### config.mk
export PLATFORM = sky130hd
export DESIGN_NAME = sdr_cell
export DESIGN_NICKNAME = d
export VERILOG_FILES = /design/src/design/sdr_pkg.sv /design/src/design/sdr_cell.sv
export SDC_FILE = /design/constraint.sdc
export NUM_CORES = 1
export LEC_CHECK = 0
export BUFFER_PORTS_ARGS = -buffer_cell sky130_fd_sc_hd__buf_2
export CAP_MARGIN = 20
export CORE_MARGIN = 5
export CORE_UTILIZATION = 45
export CTS_CLUSTER_SIZE = 28
export DETAILED_ROUTE_END_ITERATION = 10
export PLACE_DENSITY = 0.73
export SLEW_MARGIN = 20
export SYNTH_ARGS = -nofsm -noshare
export SYNTH_HDL_FRONTEND = slang
export SYNTH_SLANG_ARGS = --single-unit
export TNS_END_PERCENT = 30
### constraint.sdc
create_clock -name clk -period 1.59 [get_ports clk]
set_clock_uncertainty 0.05 [all_clocks]
set_input_delay 0.0795 -clock clk [delete_from_list [all_inputs] [get_ports clk]]
set_output_delay 0.0795 -clock clk [all_outputs]
set_load 0.02 [all_outputs]
### src/design/sdr_pkg.sv
`timescale 1ns / 1ps
// ---------------------------------------------------------------------------
// sdr_pkg
// Shared widths, defaults and the token flag group of the duplicate remover.
// ---------------------------------------------------------------------------
package sdr_pkg;

  // Field widths of the stream payload
  localparam int DATA_W          = 32;
  localparam int POS_OUT_W       = 6;
  localparam int CNT_OUT_W       = 7;
  localparam int OUT_TDATA_W     = 48;
  localparam int TABLE_DEPTH_DEF = 64;

  // Flags riding with an element as it walks down the chain
  typedef struct packed {
    logic valid;
    logic last;
    logic found;
    logic kept;
  } sdr_flags_t;

endpackage

### src/design/sdr_cell.sv
`timescale 1ns / 1ps
// ---------------------------------------------------------------------------
// sdr_cell
// One table slot: holds a stored value, compares the passing element,
// claims the slot for a new value and hands the token to the next cell.
// ---------------------------------------------------------------------------
module sdr_cell
  import sdr_pkg::*;
#(
  parameter int TABLE_DEPTH = TABLE_DEPTH_DEF,
  parameter int IDX         = 0
) (
  input  logic                             clk,
  input  logic                             rst_n,
  input  logic                             adv,
  input  sdr_flags_t                       tok_flags,
  input  logic [DATA_W-1:0]                tok_val,
  input  logic [$clog2(TABLE_DEPTH)-1:0]   tok_pos,
  input  logic [$clog2(TABLE_DEPTH+1)-1:0] tok_cnt,
  output sdr_flags_t                       nxt_flags,
  output logic [DATA_W-1:0]                nxt_val,
  output logic [$clog2(TABLE_DEPTH)-1:0]   nxt_pos,
  output logic [$clog2(TABLE_DEPTH+1)-1:0] nxt_cnt
);

  localparam int IDX_W = $clog2(TABLE_DEPTH);
  localparam int CNT_W = $clog2(TABLE_DEPTH+1);
  localparam logic [IDX_W-1:0] MY_IDX = IDX_W'(IDX);
  localparam logic [CNT_W-1:0] MY_CNT = CNT_W'(IDX + 1);

  logic [DATA_W-1:0] slot_r;
  logic              occ_r;
  logic              hit;
  logic              take;

  sdr_flags_t        flags_r;
  logic [DATA_W-1:0] val_r;
  logic [IDX_W-1:0]  pos_r;
  logic [CNT_W-1:0]  cnt_r;

  // Match or claim
  assign hit  = tok_flags.valid & occ_r & (slot_r == tok_val);
  assign take = tok_flags.valid & ~occ_r & ~tok_flags.found & ~tok_flags.kept;

  // Slot contents; the last element of an array empties the slot behind it
  always_ff @(posedge clk) begin
    if (!rst_n) begin
      occ_r <= 1'b0;
    end else if (adv) begin
      if (tok_flags.valid && tok_flags.last) begin
        occ_r <= 1'b0;
      end else if (take) begin
        occ_r <= 1'b1;
      end
    end
  end

  always_ff @(posedge clk) begin
    if (adv && take) begin
      slot_r <= tok_val;
    end
  end

  // Token register toward the neighbor
  always_ff @(posedge clk) begin
    if (!rst_n) begin
      flags_r <= '0;
    end else if (adv) begin
      flags_r.valid <= tok_flags.valid;
      flags_r.last  <= tok_flags.last;
      flags_r.found <= tok_flags.found | hit;
      flags_r.kept  <= tok_flags.kept | take;
    end
  end

  always_ff @(posedge clk) begin
    if (adv) begin
      val_r <= tok_val;
      pos_r <= take ? MY_IDX : tok_pos;
      cnt_r <= (occ_r || take) ? MY_CNT : tok_cnt;
    end
  end

  assign nxt_flags = flags_r;
  assign nxt_val   = val_r;
  assign nxt_pos   = pos_r;
  assign nxt_cnt   = cnt_r;

endmodule

==> results.yml <==
floorplanning:
  core_sq_um: 6422
  io-pin-count: 101
  dieArea_sq_um: 8379
  dieHeight_um: 91.54
  die_w_um: 91.54
  start_util: 0.4658
  num_rows: 29
cts:
  cts.clk_slew.worst_paths_ns: 0.07
  root_buffer: "clkbuf_8"
  cts_hold_buf: 47
  cts_tree: "built"
  cts_buffers: 9
  clk_latency_ns: 0.34
  cts_setup_buffers: 0
  clk_path_buf_depth: 2
  cts_resized: 0
  htree_levels: 3
  cts_sinks: 82
power_and_ir_drop:
  ir_drop_mv: 0.5771
  power_density_nw_per_um2: 1013
  leakage_uw: 0.001723
  power_uw: 4342
layout:
  areaGrowthSynthToFinish_pct: 43.25
  diodes: 0
  finalNetCount: 371
  final_cell_mix: "buf_2 (100), edfxtp_1 (77), dlygate4sd3_1 (47)"
  layout_commonest_cell: "buf_2"
  final_layout_size_suffix_gt1_frac: 0.3920
drt:
  drtAntennaViolNets: 0
  drtPass1Iterations: 4
  post_drt_wl_per_cell_um: 15.98
  vias: 1894
  route.detailed.drc: 0
  dr.first_iter.drc_count: 85
  postRouteWirelength_um: 6409
  vias_per_cell: 4.723
min_path:
  whs_path_depth: 3
  hold_path_class: "in -> reg"
  hp-start: "tok_flags[3]"
setup_path:
  cp.depth: 6
  cp_cell_sequence: "dlygate4sd3_1, buf_2, xor2_1, nor4_1, nand4_1, o31ai_1"
  startpoint: "tok_val[20]"
  worstPathArrival_ns: 1.68
  crit_slowest_cell: "dlygate4sd3_1"
  reg2reg_from: "slot_r[4]"
  critPathKind: "in -> reg"
  crit_fanout: 3
  cpPeakStageDelay_ns: 0.54
  worstRegToRegCells: 4
  endpoint_kind: "flip-flop"
  worstPathRequired_ns: 1.79
  startpoint_type: "primary input"
  critical_path_buf_inv_count: 2
  cp_top_family: "buffers and inverters"
synthesis:
  ys_dominant_reg_cell: "edfxtp_1"
  synth_cells: 156
  synth_area_sq_um: 2992
  syn_nets: 208
  postSynthAreaPerCell_sq_um: 19.18
  async_reset_ff_frac: 0
  yosys_register_bits: 82
  ys_warn_count: 0
  synth.distinct_cells: 22
  synth_edf_count: 77
  ys_seq_area_frac: 0.8064
job:
  drv_cap: 0
run_status:
  status: "complete, no violations"
timing:
  setup_viol: 0
  fmax_mhz: 675.0
  tightest_slew_ns: 0.3602
  period_minus_slack_ns: 1.482
  tns_ns: 0
  timing.final.hold_violations: 0
  period_share: 0.9318
  slew_viol_final: 0
  relSlewSlack: 0.7577
  rsz0062_at_grt: "no"
global_route:
  grt-ovfl-total: 0
  grt_pass1_vias: 2105
  grt_pass1_wl_um: 10460
  grt_usage: 0.1593
  antenna_found_initial: 0
  grt_max_degree: 28
place:
  port-buffer-count: 100
  place_hpwl_um: 4174
  gp_congestion: 0.6999
## final cells by class
type | count | area, sq um
Timing Repair Buffer | 153 | 1041
Tap cell | 77 | 96.34
Clock buffer | 15 | 156.4
Fill cell | 442 | 2137
Multi-Input combinational cell | 73 | 574.3
Sequential cell | 82 | 2412
Clock inverter | 1 | 5.005
## worst reg2reg max path: stages, from the launching register on
cell and delay, ns:
edfxtp_1 0.40, xor2_1 0.16, nor4_1 0.34, nand4_1 0.19, o31ai_1 0.21
## layer usage
metal | vias up | wire length [um] | track usage
li1 | 911 | - | -
met1 | 879 | 2905 | 0.2114
met2 | 94 | 2852 | 0.2441
met3 | 10 | 547 | 0.05041
met4 | 0 | 103 | 0.06407
met5 | - | 0 | 0
## per-stage QoR
stage | utilization | instances | worst slack [ns] | hold slack, ns | instance area (sq um)
4_1_cts | 0.6673 | 401 | 0.1215 | 0.01649 | 4285
2_1_floorplan | - | 156 | 0.05743 | 0.1284 | 2992
6_report | 0.6673 | 401 | 0.1085 | 0.03539 | 4285
5_1_grt | 0.6673 | 401 | 0.007664 | 0.03515 | 4285
3_5_place_dp | 0.5689 | 338 | 0.1639 | 0.2557 | 3654
3_3_place_gp | 0.5689 | 338 | 0.1588 | 0.2500 | 3654
## cells in the mapped netlist (2+ instances only)
cell,number,share of area
xor2_1,29,0.085
nor4_1,7,0.015
nand4_1,3,0.0063
xnor2_1,3,0.0088
and2_1,6,0.013
nor2_1,3,0.0038
nand3_1,2,0.0033
dfxtp_1,5,0.033
mux2i_1,2,0.0067
a21oi_1,2,0.0033
and2b_2,6,0.018
edfxtp_1,77,0.77
nor2b_1,2,0.0042
## flip-flops by register name, indices dropped and copies added (netlist names)
register and flops:
nxt_cnt 7, nxt_flags 4, nxt_pos 6, nxt_val 32
occ_r 1, slot_r 32
## power by group
group,switching [uW],leakage [uW],internal [uW]
Clock,666,0.0000817,612
Combinational,300,0.000868,246
Sequential,31.3,0.000773,2490
Total,997,0.00172,3350
## path summary, 6_finish.rpt
kind | slack [ns] | to
setup / recovery | 0.11 | nxt_flags[1]
setup reg to reg | 0.15 | nxt_flags[1]
hold / removal | 0.04 | nxt_flags[3]
hold reg to reg | 0.47 | nxt_flags[3]
## kinds of logic (layout without fill, tap and decap cells)
family,Yosys count,after routing,synth area share
flops,82,82,0.8064
xor+xnor,32,32,0.09369
mux,3,3,0.01046
buf+inv,1,169,0.001671
compound gates,5,5,0.01087
simple gates,33,33,0.07695
Note: power is estimated with default switching activity, not from simulation.
